[config.mk]
export PLATFORM = sky130hd
export DESIGN_NAME = integer_to_ascii_formatter
export DESIGN_NICKNAME = d
export VERILOG_FILES = /design/src/design/ita_pkg.sv /design/src/design/ita_dab.sv /design/src/design/ita_emit.sv /design/src/design/integer_to_ascii_formatter.sv
export SDC_FILE = /design/constraint.sdc
export NUM_CORES = 1
export LEC_CHECK = 0
export ABC_AREA = 1
export BUFFER_PORTS_ARGS = -buffer_cell sky130_fd_sc_hd__buf_4
export CAP_MARGIN = 25
export CORE_MARGIN = 5
export CORE_UTILIZATION = 67
export DETAILED_ROUTE_END_ITERATION = 6
export GPL_ROUTABILITY_DRIVEN = 0
export GPL_TIMING_DRIVEN = 0
export PLACE_DENSITY = 0.86
export SLEW_MARGIN = 25
export SYNTH_ARGS = -nofsm -noshare
export SYNTH_HDL_FRONTEND = slang
export SYNTH_SLANG_ARGS = --single-unit
export TNS_END_PERCENT = 20
[constraint.sdc]
create_clock -name clk_i -period 5.38 [get_ports clk_i]
set_clock_uncertainty 0.05 [all_clocks]
set_input_delay 0.807 -clock clk_i [delete_from_list [all_inputs] [get_ports clk_i]]
set_output_delay 0.807 -clock clk_i [all_outputs]
set_load 0.05 [all_outputs]
[src/design/ita_pkg.sv]
`timescale 1ns / 1ps
`default_nettype none
// ----------------------------------------------------------------------------
// ita_pkg: shared types and constants for the integer to ASCII formatter
// Request/response structs, radix and suffix codes, character codes.
// ----------------------------------------------------------------------------
package ita_pkg;

  localparam int unsigned VAL_W = 32;
  localparam int unsigned BCD_W = 40;
  localparam int unsigned CNT_W = 6;

  localparam logic [1:0] KIND_DEC = 2'd0;
  localparam logic [1:0] KIND_HEX = 2'd1;
  localparam logic [1:0] KIND_BIN = 2'd2;

  localparam logic [1:0] SUF_NONE  = 2'd0;
  localparam logic [1:0] SUF_CRLF  = 2'd1;
  localparam logic [1:0] SUF_SPACE = 2'd2;
  localparam logic [1:0] SUF_COMMA = 2'd3;

  localparam logic [6:0] CH_ZERO      = 7'd48;
  localparam logic [6:0] CH_ALPHA_OFS = 7'd55;
  localparam logic [6:0] CH_MINUS     = 7'd45;
  localparam logic [6:0] CH_X         = 7'd120;
  localparam logic [6:0] CH_B         = 7'd98;
  localparam logic [6:0] CH_CR        = 7'd13;
  localparam logic [6:0] CH_LF        = 7'd10;
  localparam logic [6:0] CH_SPACE     = 7'd32;
  localparam logic [6:0] CH_COMMA     = 7'd44;

  typedef struct packed {
    logic [1:0]       kind;
    logic [VAL_W-1:0] value;
    logic [1:0]       suffix;
  } req_t;

  typedef struct packed {
    logic [6:0] char_code;
    logic       is_final;
  } rsp_t;

  typedef struct packed {
    logic             start;
    logic [1:0]       kind;
    logic [1:0]       suffix;
    logic             neg;
    logic [BCD_W-1:0] body;
    logic [CNT_W-1:0] cnt;
  } emit_cmd_t;

  function automatic logic [3:0] bcd_adj(input logic [3:0] d);
    bcd_adj = (d > 4'd4) ? d + 4'd3 : d;
  endfunction

endpackage
`default_nettype wire

[src/design/ita_dab.sv]
`timescale 1ns / 1ps
`default_nettype none
// ----------------------------------------------------------------------------
// ita_dab: bit-serial binary to BCD converter
// Shift-and-add-3, one magnitude bit per cycle.
// ----------------------------------------------------------------------------
module ita_dab import ita_pkg::*; (
  input  wire logic             clk_i,
  input  wire logic             rst_ni,
  input  wire logic             start_i,
  input  wire logic [VAL_W-1:0] mag_i,
  output logic                  done_o,
  output logic [BCD_W-1:0]      bcd_o
);

  logic             busy_q;
  logic             done_q;
  logic [4:0]       cnt_q;
  logic [VAL_W-1:0] bin_q;
  logic [BCD_W-1:0] bcd_q;
  logic [BCD_W-1:0] adj;

  always_comb begin
    for (int i = 0; i < BCD_W / 4; i++) begin
      adj[i*4 +: 4] = bcd_adj(bcd_q[i*4 +: 4]);
    end
  end

  always_ff @(posedge clk_i or negedge rst_ni) begin
    if (!rst_ni) begin
      busy_q <= 1'b0;
      done_q <= 1'b0;
      cnt_q  <= '0;
    end else begin
      done_q <= 1'b0;
      if (start_i) begin
        busy_q <= 1'b1;
        cnt_q  <= '0;
      end else if (busy_q) begin
        cnt_q <= cnt_q + 5'd1;
        if (cnt_q == 5'd31) begin
          busy_q <= 1'b0;
          done_q <= 1'b1;
        end
      end
    end
  end

  always_ff @(posedge clk_i) begin
    if (start_i) begin
      bin_q <= mag_i;
      bcd_q <= '0;
    end else if (busy_q) begin
      bin_q <= {bin_q[VAL_W-2:0], 1'b0};
      bcd_q <= {adj[BCD_W-2:0], bin_q[VAL_W-1]};
    end
  end

  assign done_o = done_q;
  assign bcd_o  = bcd_q;

endmodule
`default_nettype wire

[src/design/ita_emit.sv]
`timescale 1ns / 1ps
`default_nettype none
// ----------------------------------------------------------------------------
// ita_emit: character sequencer
// Walks sign, prefix, digit shift register and suffix; one char per cycle
// while the output is not stalled and no leading zero is skipped, into a registered output stage.
// ----------------------------------------------------------------------------
module ita_emit import ita_pkg::*; (
  input  wire logic      clk_i,
  input  wire logic      rst_ni,
  input  wire emit_cmd_t cmd_i,
  output logic           busy_o,
  output logic           out_valid_o,
  input  wire logic      out_stall_i,
  output rsp_t           out_data_o
);

  localparam logic [2:0] PH_IDLE = 3'd0;
  localparam logic [2:0] PH_SIGN = 3'd1;
  localparam logic [2:0] PH_PFX0 = 3'd2;
  localparam logic [2:0] PH_PFX1 = 3'd3;
  localparam logic [2:0] PH_BODY = 3'd4;
  localparam logic [2:0] PH_SUF0 = 3'd5;
  localparam logic [2:0] PH_SUF1 = 3'd6;

  logic [2:0]       ph_q;
  logic [BCD_W-1:0] sr_q;
  logic [CNT_W-1:0] cnt_q;
  logic [1:0]       kind_q;
  logic [1:0]       suf_q;
  logic             lead_q;
  logic             out_valid_q;
  rsp_t             out_q;

  logic [3:0] dig;
  logic [6:0] body_ch;
  logic [6:0] ch;
  logic [2:0] nxt;
  logic [2:0] after_body;
  logic [2:0] start_ph;
  logic       skip;
  logic       slot_free;
  logic       fire;
  logic       adv;

  always_comb begin
    dig        = (kind_q == KIND_BIN) ? {3'b000, sr_q[BCD_W-1]} : sr_q[BCD_W-1 -: 4];
    body_ch    = (dig > 4'd9) ? {3'b000, dig} + CH_ALPHA_OFS : {3'b000, dig} + CH_ZERO;
    after_body = (suf_q == SUF_NONE) ? PH_IDLE : PH_SUF0;
    skip       = (ph_q == PH_BODY) && (kind_q == KIND_DEC) && lead_q &&
                 (sr_q[BCD_W-1 -: 4] == 4'd0) && (cnt_q != 6'd1);
    start_ph   = cmd_i.neg ? PH_SIGN : ((cmd_i.kind == KIND_DEC) ? PH_BODY : PH_PFX0);
    ch         = CH_ZERO;
    nxt        = PH_IDLE;
    case (ph_q)
      PH_SIGN: begin
        ch  = CH_MINUS;
        nxt = PH_BODY;
      end
      PH_PFX0: begin
        ch  = CH_ZERO;
        nxt = PH_PFX1;
      end
      PH_PFX1: begin
        ch  = (kind_q == KIND_HEX) ? CH_X : CH_B;
        nxt = PH_BODY;
      end
      PH_BODY: begin
        ch  = body_ch;
        nxt = (cnt_q == 6'd1) ? after_body : PH_BODY;
      end
      PH_SUF0: begin
        case (suf_q)
          SUF_CRLF:  ch = CH_CR;
          SUF_SPACE: ch = CH_SPACE;
          default:   ch = CH_COMMA;
        endcase
        nxt = (suf_q == SUF_CRLF) ? PH_SUF1 : PH_IDLE;
      end
      PH_SUF1: begin
        ch  = CH_LF;
        nxt = PH_IDLE;
      end
      default: begin
        ch  = CH_ZERO;
        nxt = PH_IDLE;
      end
    endcase
    slot_free = !out_valid_q || !out_stall_i;
    fire      = (ph_q != PH_IDLE) && !skip && slot_free;
    adv       = fire || skip;
  end

  always_ff @(posedge clk_i or negedge rst_ni) begin
    if (!rst_ni) begin
      ph_q        <= PH_IDLE;
      out_valid_q <= 1'b0;
    end else begin
      if (cmd_i.start) begin
        ph_q <= start_ph;
      end else if (adv) begin
        ph_q <= nxt;
      end
      if (slot_free) begin
        out_valid_q <= fire;
      end
    end
  end

  always_ff @(posedge clk_i) begin
    if (cmd_i.start) begin
      sr_q   <= cmd_i.body;
      cnt_q  <= cmd_i.cnt;
      kind_q <= cmd_i.kind;
      suf_q  <= cmd_i.suffix;
      lead_q <= 1'b1;
    end else if (adv && (ph_q == PH_BODY)) begin
      sr_q   <= (kind_q == KIND_BIN) ? {sr_q[BCD_W-2:0], 1'b0} : {sr_q[BCD_W-5:0], 4'h0};
      cnt_q  <= cnt_q - 6'd1;
      lead_q <= skip;
    end
    if (fire) begin
      out_q.char_code <= ch;
      out_q.is_final  <= (nxt == PH_IDLE);
    end
  end

  assign busy_o      = (ph_q != PH_IDLE);
  assign out_valid_o = out_valid_q;
  assign out_data_o  = out_q;

endmodule
`default_nettype wire

[src/design/integer_to_ascii_formatter.sv]
`timescale 1ns / 1ps
`default_nettype none
// ----------------------------------------------------------------------------
// integer_to_ascii_formatter: 32-bit value to ASCII text
// Formats one request as signed decimal, 0x hex or 0b binary plus an optional suffix.
// ----------------------------------------------------------------------------
// Usage:
//   Input channel (in_valid_i / in_stall_o / in_data_i) takes one request:
//   kind, value, suffix. Output channel (out_valid_o / out_stall_i /
//   out_data_o) delivers one ASCII char per transfer, is_final set on the
//   last char of the request. Kind 3 is taken and produces nothing.
//   Hex/binary: acceptance loads the sequencer, which then registers the first
//   char into the output register, then one char per cycle when not stalled.
//   Decimal: a bit-serial BCD converter runs first, then the sequencer skips
//   leading zero digits without emitting them, then emits the remaining digits.
//   A new request is accepted once the converter and the sequencer are idle;
//   the last char may still sit in the output register at that point.
//   A stalled receiver freezes the output register and the sequencer, though
//   the sequencer still skips leading zero digits while the output is stalled.
//   Reset clears the sequencer, converter and output valid; no text is
//   pending afterwards.
// ----------------------------------------------------------------------------
module integer_to_ascii_formatter import ita_pkg::*; (
  input  wire logic clk_i,
  input  wire logic rst_ni,
  input  wire logic in_valid_i,
  output logic      in_stall_o,
  input  wire req_t in_data_i,
  output logic      out_valid_o,
  input  wire logic out_stall_i,
  output rsp_t      out_data_o
);

  localparam logic ST_IDLE = 1'b0;
  localparam logic ST_CONV = 1'b1;

  logic             state_q;
  logic [1:0]       suf_q;
  logic             neg_q;
  logic             accept;
  logic             emit_busy;
  logic             dab_done;
  logic             dab_start;
  logic [VAL_W-1:0] mag;
  logic [BCD_W-1:0] bcd;
  logic [VAL_W-1:0] aligned;
  logic [CNT_W-1:0] raw_cnt;
  logic             is_dec;
  logic             is_raw;
  logic             val_neg;
  emit_cmd_t        emit_cmd;

  assign in_stall_o = (state_q != ST_IDLE) || emit_busy;
  assign accept     = in_valid_i && !in_stall_o;
  assign is_dec     = (in_data_i.kind == KIND_DEC);
  assign is_raw     = (in_data_i.kind == KIND_HEX) || (in_data_i.kind == KIND_BIN);
  assign val_neg    = in_data_i.value[VAL_W-1];
  assign mag        = val_neg ? (~in_data_i.value + 32'd1) : in_data_i.value;
  assign dab_start  = accept && is_dec;

  always_comb begin
    if (in_data_i.value <= 32'h0000_00FF) begin
      aligned = {in_data_i.value[7:0], 24'h0};
      raw_cnt = (in_data_i.kind == KIND_HEX) ? 6'd2 : 6'd8;
    end else if (in_data_i.value <= 32'h0000_FFFF) begin
      aligned = {in_data_i.value[15:0], 16'h0};
      raw_cnt = (in_data_i.kind == KIND_HEX) ? 6'd4 : 6'd16;
    end else begin
      aligned = in_data_i.value;
      raw_cnt = (in_data_i.kind == KIND_HEX) ? 6'd8 : 6'd32;
    end
  end

  always_comb begin
    if (state_q == ST_CONV) begin
      emit_cmd.start  = dab_done;
      emit_cmd.kind   = KIND_DEC;
      emit_cmd.suffix = suf_q;
      emit_cmd.neg    = neg_q;
      emit_cmd.body   = bcd;
      emit_cmd.cnt    = 6'd10;
    end else begin
      emit_cmd.start  = accept && is_raw;
      emit_cmd.kind   = in_data_i.kind;
      emit_cmd.suffix = in_data_i.suffix;
      emit_cmd.neg    = 1'b0;
      emit_cmd.body   = {aligned, 8'h00};
      emit_cmd.cnt    = raw_cnt;
    end
  end

  always_ff @(posedge clk_i or negedge rst_ni) begin
    if (!rst_ni) begin
      state_q <= ST_IDLE;
    end else begin
      case (state_q)
        ST_IDLE: if (dab_start) state_q <= ST_CONV;
        ST_CONV: if (dab_done)  state_q <= ST_IDLE;
        default: state_q <= ST_IDLE;
      endcase
    end
  end

  always_ff @(posedge clk_i) begin
    if (dab_start) begin
      suf_q <= in_data_i.suffix;
      neg_q <= val_neg;
    end
  end

  ita_dab u_dab (
    .clk_i   (clk_i),
    .rst_ni  (rst_ni),
    .start_i (dab_start),
    .mag_i   (mag),
    .done_o  (dab_done),
    .bcd_o   (bcd)
  );

  ita_emit u_emit (
    .clk_i       (clk_i),
    .rst_ni      (rst_ni),
    .cmd_i       (emit_cmd),
    .busy_o      (emit_busy),
    .out_valid_o (out_valid_o),
    .out_stall_i (out_stall_i),
    .out_data_o  (out_data_o)
  );

`ifndef SYNTHESIS
  a_conv_excl: assert property (@(posedge clk_i) disable iff (!rst_ni)
    !((state_q == ST_CONV) && emit_busy))
    else $error("sequencer busy during decimal conversion");

  a_done_in_conv: assert property (@(posedge clk_i) disable iff (!rst_ni)
    dab_done |-> (state_q == ST_CONV))
    else $error("conversion done outside conversion state");

  a_start_busy: assert property (@(posedge clk_i) disable iff (!rst_ni)
    emit_cmd.start |=> emit_busy)
    else $error("sequencer did not start");
`endif

endmodule
`default_nettype wire
==> results of run 1 <==
[layout make-up]
class,count,share of cell area [%]
buffer,53,2.63
clock buffer,23,5.38
clock inverter,9,0.584
inverter,129,4.82
multi-input combinational,826,41.6
sequential,146,38.9
tap,176,2.19
timing repair buffer,50,3.93
[power groups by stage]
stage | clock network (uW) | logic (uW) | registers, uW
finish | 1200 | 2350 | 2060
global placement | 0 | 2130 | 2050
detailed placement | 0 | 2240 | 2060
global route | 1240 | 2570 | 2100
floorplan | 0 | 1550 | 2090
CTS | 1190 | 2290 | 2050
[per-layer routing]
metal / track usage, % / vias up / wire, microns
met1: 42.3 / 3897 / 9740
li1: - / 4000 / -
met4: 18.3 / 0 / 1430
met5: 0 / - / 0
met3: 9.64 / 152 / 3540
met2: 50.3 / 645 / 11600
[registers in the layout, indices dropped and copies added (netlist names), 2 cells and up]
name / cells
u_dab.cnt_q: 5
u_emit.cnt_q: 6
u_emit.suf_q: 2
u_emit.out_data_o: 8
u_emit.sr_q: 40
u_dab.bcd_o: 40
suf_q: 2
u_emit.kind_q: 2
u_dab.bin_q: 32
u_emit.ph_q: 3
[worst register-to-register path, delay by kind of cell, from the launching register on]
| kind | cells | cell delay, ps |
|---|---|---|
| flip-flops | 1 | 450 |
| AND/OR/NAND/NOR | 5 | 1010 |
| buffers and inverters | 4 | 710 |
[worst paths after layout]
check,startpoint,to,cells past startpoint
max,state_q,in_stall_o,5
min,rst_ni,u_dab.cnt_q[0],1
max reg2reg,u_emit.ph_q[1],u_emit.cnt_q[2],9
min reg2reg,u_dab.done_o,state_q,1
max in group asynchronous,rst_ni,u_dab.done_o,1
min in group clk_i,u_dab.done_o,state_q,1
[synthesized netlist by cell type, types with 14 or more instances]
| library cell | number |
|---|---|
| o21ai_0 | 126 |
| a21oi_1 | 70 |
| ha_1 | 27 |
| nor2_1 | 142 |
| o22ai_1 | 15 |
| clkbuf_1 | 23 |
| o21ai_1 | 16 |
| edfxtp_1 | 93 |
| nand4_1 | 14 |
| nand3_1 | 86 |
| inv_1 | 121 |
| xor2_1 | 37 |
| buf_2 | 20 |
| nand2_1 | 240 |
| dfxtp_1 | 41 |
[per-stage QoR]
| step | util, % | cells |
|---|---|---|
| after global placement | 72.2 | 1379 |
| after detailed placement | 72.4 | 1380 |
| after global routing | 77.0 | 1412 |
| after CTS | 77.0 | 1412 |
| final | 77.0 | 1412 |
| after floorplan | - | 1154 |
[cells by family after synthesis]
kind of cell             after synthesis  share of synthesized area, %
buffers and inverters                182                          8.48
adder cells (fa/ha/maj)               27                          3.82
XOR/XNOR                              41                          4.06
AO/OA/AOI/OAI                        252                          15.2
AND/OR/NAND/NOR                      506                          24.3
flip-flops                           146                          44.2
==> summary.md, run 1 <==
| Metric | Value |
|---|---|
| Vias/cell | roughly 6.2 |
| R2r setup slk | roughly 2800 ps |
| HP Class | input port to asynchronous set/reset pin |
| First-pass GRT wire length | 40.8 mm |
| Commonest non-fill, non-tap cell in the layout | nand2_1 |
| Netlist cell types | 41 |
| Main synth FF type | edfxtp_1 |
| Post-synth ARST share | 8.22% |
| Setup Total Neg Slack | 0 ps |
| Pwr per Cell Area | between 500 and 600 nW/um^2 |
| Number of remaining DRC errors | 5 |
| Worst path slowest cell | clkbuf_1 |
| Fraction of layout cells with a size suffix above 1 | roughly a tenth |
| Pwr Total | ~5600 uW |
| Max_slew headroom | 33.2% |
| Filler cell count in the final layout | a little over 900 |
| PortBufs | 49 |
| Core Area | around 13,000 sq um |
| Top cell type's share of synthesized area | between 30% and 40% |
| DR vias | a little under 9,000 |
| Internal Dissipation | between 3000 and 4000 uW |
| Area post-placement | between 9000 and 10,000 sq um |
| Leading cell types in the layout, fill and taps excluded | 239 x nand2_1, 142 x nor2_1, 126 x o21ai_0 |
| Sequential share of power | 36.7% |
| Flops & latches, synth | about 150 |
| Fin area | 10,100 sq um |
| Drt total wl | 26.3 mm |
| CP Max Fanout | 10 |
| Post-Synthesis Cells | 1,154 |
| Fin crit period | ~2900 ps |
| Sequential share of the synthesized area | between 40% and 50% |
| Routed wire length per instance | 18.6 microns |
| Die height | roughly 120 microns |
| Avg Inst Size Synth | roughly 7.7 sq um |
| Fin. max-slew vios | 0 |
| TritonCTS buffer count | 17 |
| Die width | around 120 microns |
| Antenna-violating nets left | 0 |
| Failing checks | DRC |
| Post-synth EDFFs | 93 |
| Final setup violation count | 0 |
| Leading area contributor after synthesis | edfxtp_1 |
| Latest clock arrival within the worst-skew pair | about 440 ps |
| Pre-CTS WS | between 2000 and 2500 ps |
| First drt pass iteration count | 7 |
| Worst-path cell chain | inv_1 > buf_2 > clkbuf_1 > nand2_1 > buf_4 |
| DR iter-0 viols | about 1,400 |
| GRT Util Overall | between 30% and 40% |
| Tightest Pin Transition | between 1000 and 1500 ps |
| Crit path largest cell delay | 440 ps |
| Antenna diodes | 0 |
| Max IR drop VDD | 574 uV |
| Post_cts resized | 0 |
| Synth Cell Area | 8850 sq um |
| Largest net degree at the start of global routing | 42 |
| Clk root buf | clkbuf_16 |
| Critical Path AT | approximately 2000 ps |
| Post-CTS Setup Bufs | 0 |
| Syn. warnings | 0 |
| Die area | 15,600 sq um |
| P&R area growth vs syn | 13.8% |
| WP buf/inv | 4 |
| CP required | 4520 ps |
| Starting Density | a little under 70% |
| Num ports | 50 |
| H-tree depth | 4 |
| Max Fclk | 347 MHz |
| Synth area leaders | edfxtp_1 32%, nand2_1 10%, dfxtp_1 9.3% |
| Nets | between 1,000 and 1,500 |
| NetSw | 2330 uW |
| Crit path max-delay family | buffers and inverters |
| CTS Hold Bufs | 0 |
| Clock Tree Buf Depth | 2 |
| Fin crit share | a little over half |
| Multi-input logic area | about 4200 sq um |
| FP Rows | between 40 and 50 |
| Crit end category | output pin |
| CP Launch Type | flip-flop |
| Final worst setup slack | about 2500 ps |
| Worst setup path class | flip-flop to output pin |
| Vias in the first global route | 8,151 |
| Hold Vio Cnt, Final | 0 |
| Logic pwr share | a little over two fifths |
| Max cap viols | 0 |
| CTS clk-pin slew, worst paths | 60 ps |
| RSZ-0062 raised after global routing | false |
| Fin Hold WS | between 150 and 200 ps |
| Status | finished with violations |
| Syn Nets | between 1,000 and 1,500 |
| Storage element area | a little under 4000 sq um |
| Leakage | 0.00453 uW |
| Clock power share | 21.4% |
| Grt ovf | 0 |
| Post-DP HPWL | roughly 19 mm |
| CTS tree | built |
| Initial antenna violation count | 0 |
| Clock tree sinks | ~150 |
| Switching Fraction | about two fifths |
Note: power is estimated with default switching activity, not from simulation.
==> run 2: changes to the inputs <==
CORE_UTILIZATION = 56   (was 67)
PLACE_DENSITY = 0.77   (was 0.86)
clock period = 2.3 ns   (was 5.38 ns; I/O delays follow)
==> run 2 against run 1 <==
The run still ends with DRC left. Final cell count grew 3.1%. Clock power up 140%. Sequential share of layout area shrank 0.48 points. Sequential cell count is the same. Non-clock buffer count rose by 4. Power increased by 130%. Clock-buffer cell count down 1. Cell area rose by 1.3%. Setup slack got worse by 2400 ps. First-iteration DRC count shrank 19%. Via count down 2.6%. Critical path type unchanged. Critical endpoint unchanged. Largest power group unchanged. Highest routed layer unchanged.
==> summary.md, run 2 (synthesis results as in run 1) <==
| Metric | Value |
|---|---|
| Clk root buf | clkbuf_16 |
| Initial antenna violation count | 0 (unchanged) |
| RSZ-0062 raised after global routing | false |
| Filler cell count in the final layout | 1,324 (+46%) |
| First-pass GRT wire length | 40.7 mm (-0.27%) |
| First drt pass iteration count | 7 (unchanged) |
| Pre-CTS WS | -268 ps (-2670 ps) |
| GRT Util Overall | 28.6% (-4.3 points) |
| Clock tree sinks | 146 (unchanged) |
| Die height | 136 microns (+8.6%) |
| TritonCTS buffer count | 17 (unchanged) |
| Die width | 136 microns (+8.6%) |
| Crit end category | output pin |
| Leading cell types in the layout, fill and taps excluded | 239 x nand2_1, 142 x nor2_1, 126 x o21ai_0 |
| Crit path largest cell delay | 410 ps (-30 ps) |
| Pwr per Cell Area | 1280 nW/um^2 (+130%) |
| Drt total wl | 26.0 mm (-1.1%) |
| Clock Tree Buf Depth | 2 (unchanged) |
| Hold Vio Cnt, Final | 0 (unchanged) |
| Tightest Pin Transition | 624 ps (-377 ps) |
| CP Launch Type | flip-flop |
| Routed wire length per instance | 17.9 microns (-4.1%) |
| Failing checks | DRC |
| Leakage | 0.00457 uW (+0.73%) |
| Non-Filler Instances | 1,456 (+3.1%) |
| CP required | 1900 ps (-2620 ps) |
| Commonest non-fill, non-tap cell in the layout | nand2_1 |
| FP Rows | 46 (+9.5%) |
| Post-DP HPWL | 19.1 mm (+1.3%) |
| Number of remaining DRC errors | 3 (-2) |
| Antenna diodes | 0 (unchanged) |
| Grt ovf | 0 (unchanged) |
| Max Fclk | 454 MHz |
| Max_slew headroom | 57.9% (+25 points) |
| Worst setup path class | flip-flop to output pin |
| CTS clk-pin slew, worst paths | 60 ps (about the same) |
| P&R area growth vs syn | 15.2% |
| DR iter-0 viols | 1,161 (-19%) |
| HP Class | input port to flip-flop |
| CTS tree | built |
| Fin crit share | approximately 96% |
| Fraction of layout cells with a size suffix above 1 | 10.9% (+0.29 points) |
| Largest net degree at the start of global routing | 42 (unchanged) |
| Vias/cell | 5.82 (-5.5%) |
| Core Area | 15,700 sq um (+20%) |
| Max cap viols | 0 (unchanged) |
| DR vias | 8,472 (-2.6%) |
| Nets | 1,294 (+0.31%) |
| Fin. max-slew vios | 0 (unchanged) |
| Worst path slowest cell | dfrtp_1 |
| Critical Path AT | 1810 ps (-210 ps) |
| Final worst setup slack | 99.4 ps (-2400 ps) |
| H-tree depth | 4 (unchanged) |
| CP Max Fanout | 10 (unchanged) |
| Max IR drop VDD | 648 uV (+13%) |
| Num ports | 50 (unchanged) |
| Starting Density | 56.3% (-11 points) |
| Fin crit period | 2200 ps |
| Placed cell count | 1,421 (+3.0%) |
| Antenna-violating nets left | 0 (unchanged) |
| Status | finished with violations |
| Pwr Total | 13,100 uW (+130%) |
| PortBufs | 49 (unchanged) |
| Final setup violation count | 0 (unchanged) |
| Latest clock arrival within the worst-skew pair | 430 ps (about the same) |
| Worst-path cell chain | inv_1 > clkbuf_4 > clkbuf_2 > nand2_1 > buf_4 |
| Vias in the first global route | 7,789 (-4.4%) |
| Die area | 18,400 sq um (+18%) |
run 2: per-layer routing:
layer,track usage (%),routed length (microns),up-vias
li1,-,-,4004
met1,39.5,10900,3952
met2,44.6,11700,438
met3,6.61,2590,78
met4,9.91,821,0
met5,0,0,-
run 2: worst paths after layout:
path | from | end | slack (ps) | cells past startpoint
min reg2reg | u_emit.lead_q | u_emit.lead_q | 420 | 2
min in group asynchronous | rst_ni | u_dab.cnt_q[0] | 250 | 2
max | state_q | in_stall_o | 100 | 5
max reg2reg | state_q | u_emit.sr_q[37] | 120 | 6
min | in_data_i[0] | suf_q[0] | 60 | 1
max in group asynchronous | rst_ni | u_dab.done_o | 1770 | 2
run 2: critical path, delay by kind of cell (launching register included):
kind          cells  cell delay, ps
simple gates      1              80
flops             1             410
buf+inv           4             870
run 2: per-stage QoR:
| step | util, % | hold slack [ps] | TNS (ps) | area [sq um] |
|---|---|---|---|---|
| 2_1_floorplan | - | -0.591 | 0 | 8860 |
| 3_3_place_gp | 60.4 | 155 | -23350 | 9490 |
| 3_5_place_dp | 60.8 | 161 | -9990 | 9550 |
| 4_1_cts | 64.9 | 48.8 | 0 | 10200 |
| 5_1_grt | 64.9 | 50.2 | 0 | 10200 |
| 6_report | 64.9 | 56.8 | 0 | 10200 |
run 2: repair_timing:
| action | CTS | global route |
|---|---|---|
| hold buffers | 1 | 0 |
| gates resized for setup | 3 | 2 |
| endpoints found under the setup margin | 75 | 19 |
| pin swaps | 2 | 0 |
| buffers inserted | 2 | 0 |
| hold endpoints to repair | 12 | 0 |
run 2: power breakdown:
part           leakage [uW]  switching, uW  total (uW)  internal (uW)
sequential          0.00138            596        4800           4200
combinational       0.00288           3590        5440           1850
clock              0.000307           1140        2860           1710
total               0.00457           5330       13100           7760
run 2: area by class of cell:
type / count / area (sq um) / share of cell area (%)
sequential: 146 / 3910 / 38.4
buffer: 53 / 272 / 2.66
clock inverter: 10 / 90.1 / 0.883
clock buffer: 22 / 518 / 5.08
inverter: 129 / 485 / 4.76
multi-input combinational: 826 / 4200 / 41.2
tap: 216 / 270 / 2.65
timing repair buffer: 54 / 448 / 4.39
==> run 3: changes to the inputs <==
CAP_MARGIN = unset   (was 25)
RECOVER_POWER = 25   (was unset)
==> run 3 against run 2 <==
The flow now finishes without violations. Wire length is 0.42% lower. Via count hardly changed. Sequential cell count stayed put. Power is 1.2% lower. Setup slack worse by 22 ps. Combinational power is 3% lower. Sequential share of layout area is 0.40 points higher. Hold slack better by 21 ps. Clock power hardly changed. Maximum frequency is 1.0% lower. Die area stayed put. Largest power group unchanged.
==> summary.md, run 3 (synthesis results as in run 1) <==
| Metric | Value |
|---|---|
| Max IR drop VDD | 648 uV (about the same) |
| Routed wire length per instance | 17.8 microns (-0.22%) |
| Die area | 18,400 sq um (unchanged) |
| Core Area | 15,700 sq um (unchanged) |
| Max cap viols | 0 (unchanged) |
| Pwr Total | 12,900 uW (-1.2%) |
| Clk root buf | clkbuf_16 |
| Die width | 136 microns (unchanged) |
| Grt ovf | 0 (unchanged) |
| CTS tree | built |
| Nets | 1,291 (-0.23%) |
| Die height | 136 microns (unchanged) |
| Worst setup path class | flip-flop to flip-flop |
| CP Max Fanout | 10 (unchanged) |
| Clock tree sinks | 146 (unchanged) |
| Largest net degree at the start of global routing | 47 (+12%) |
| Max Fclk | 450 MHz (-1.0%) |
| Commonest non-fill, non-tap cell in the layout | nand2_1 |
| Tightest Pin Transition | 823 ps (+198 ps) |
| DR vias | 8,474 (+0.024%) |
| Status | completed |
| Hold Vio Cnt, Final | 0 (unchanged) |
| DR iter-0 viols | 1,089 (-6.2%) |
| Fin area | 10,100 sq um (-1.0%) |
| Fraction of layout cells with a size suffix above 1 | 9.22% (-1.7 points) |
| Post-CTS Setup Bufs | 0 (-2) |
| Clock Tree Buf Depth | 2 (unchanged) |
| PortBufs | 49 (unchanged) |
| Final setup violation count | 0 (unchanged) |
| Number of remaining DRC errors | 0 (-3) |
| Leakage | 0.00449 uW (-1.8%) |
| Drt total wl | 25.9 mm (-0.42%) |
| Post-DP HPWL | 19.0 mm (-0.53%) |
| Fin crit share | 96.6% (+0.97 points) |
| Starting Density | 56.3% (unchanged) |
| Antenna diodes | 0 (unchanged) |
| Initial antenna violation count | 0 (unchanged) |
| Vias/cell | 5.83 (+0.23%) |
| Storage element area | 3910 sq um (unchanged) |
| Multi-input logic area | 4220 sq um (+0.45%) |
| Fin. max-slew vios | 0 (unchanged) |
| RSZ-0062 raised after global routing | false |
| Leading cell types in the layout, fill and taps excluded | 238 x nand2_1, 142 x nor2_1, 126 x o21ai_0 |
| First-pass GRT wire length | 40.4 mm (-0.88%) |
| Critical Path AT | 2340 ps (+530 ps) |
| HP Class | input port to flip-flop |
| GRT Util Overall | 28.3% (-0.29 points) |
| FP Rows | 46 (unchanged) |
| CP Launch Type | flip-flop |
| Filler cell count in the final layout | 1,372 (+3.6%) |
| Pwr per Cell Area | 1280 nW/um^2 (-0.13%) |
| Crit end category | flip-flop |
| Latest clock arrival within the worst-skew pair | 440 ps (about the same) |
| H-tree depth | 4 (unchanged) |
| Area post-placement | 9490 sq um (-0.58%) |
| Vias in the first global route | 7,685 (-1.3%) |
| P&R area growth vs syn | 14.0% |
| CP required | 2410 ps (+510 ps) |
| CTS clk-pin slew, worst paths | 60 ps (about the same) |
| Max_slew headroom | 45.2% (-13 points) |
| Antenna-violating nets left | 0 (unchanged) |
| First drt pass iteration count | 6 (-1) |
| TritonCTS buffer count | 17 (unchanged) |
| Num ports | 50 (unchanged) |
| Fin crit period | 2220 ps (+22.3 ps) |
run 3: cell types whose count changed in the layout (fill, tap and decap cells not counted), sizes merged:
| cell | before | now |
|---|---|---|
| buf | 82 | 60 |
| clkbuf | 46 | 64 |
| nand2 | 242 | 243 |
run 3: metrics by stage:
| step | worst slack, ps | instances | TNS, ps | hold WS, ps | util [%] |
|---|---|---|---|---|---|
| 5_1_grt | 23.0 | 1453 | 0 | 73.5 | 64.2 |
| 3_3_place_gp | -465 | 1419 | -23350 | 155 | 60.4 |
| 4_1_cts | 55.6 | 1452 | 0 | 48.6 | 64.5 |
| 3_5_place_dp | -495 | 1419 | -26410 | 161 | 60.4 |
| 2_1_floorplan | 76.9 | 1154 | 0 | -0.591 | - |
| 6_report | 77.1 | 1453 | 0 | 77.6 | 64.2 |
run 3: repair_timing:
action / in CTS / in global routing
gates cloned: 0 / 1
hold endpoints to repair: 12 / 0
endpoints found under the setup margin: 83 / 47
pin swaps: 0 / 1
gates resized for setup: 4 / 4
hold buffers: 1 / 0
run 3: routing by layer:
layer | wire length [microns] | track usage, % | vias up
met1 | 10700 | 39.1 | 3905
met4 | 946 | 11.0 | 0
met5 | 0 | 0 | -
met2 | 11500 | 43.8 | 491
met3 | 2760 | 6.20 | 84
li1 | - | - | 3994
run 3: final timing paths:
check / from / endpoint / slack [ps] / depth (start not counted)
worst min-delay path: in_data_i[0] / suf_q[0] / 80 / 1
min in group asynchronous: rst_ni / u_dab.cnt_q[0] / 470 / 2
worst max register to register: state_q / u_emit.sr_q[37] / 80 / 6
worst min register to register: u_dab.done_o / state_q / 420 / 1
worst max-delay path: state_q / u_emit.sr_q[37] / 80 / 6
max in group asynchronous: rst_ni / u_dab.done_o / 1220 / 2
run 3: final cells by class:
| class | instances | share of cell area (%) |
|---|---|---|
| Sequential cell | 146 | 38.8 |
| Clock buffer | 22 | 5.13 |
| Buffer | 53 | 2.60 |
| Clock inverter | 10 | 0.893 |
| Multi-Input combinational cell | 827 | 41.8 |
| Tap cell | 216 | 2.68 |
| Inverter | 129 | 4.81 |
| Timing Repair Buffer | 50 | 3.30 |
run 3: worst max-delay path: stages (launching register included):
cell      delay [ps]
dfrtp_1          410
inv_1            160
clkbuf_4         260
clkbuf_1         430
nand3_1          150
o21ai_0          380
nand2_1          110
run 3: where the power goes:
part	switching (uW)	leakage, uW	internal, uW
logic	3570	0.00280	1710
clock network	1150	0.000307	1710
registers	591	0.00138	4200
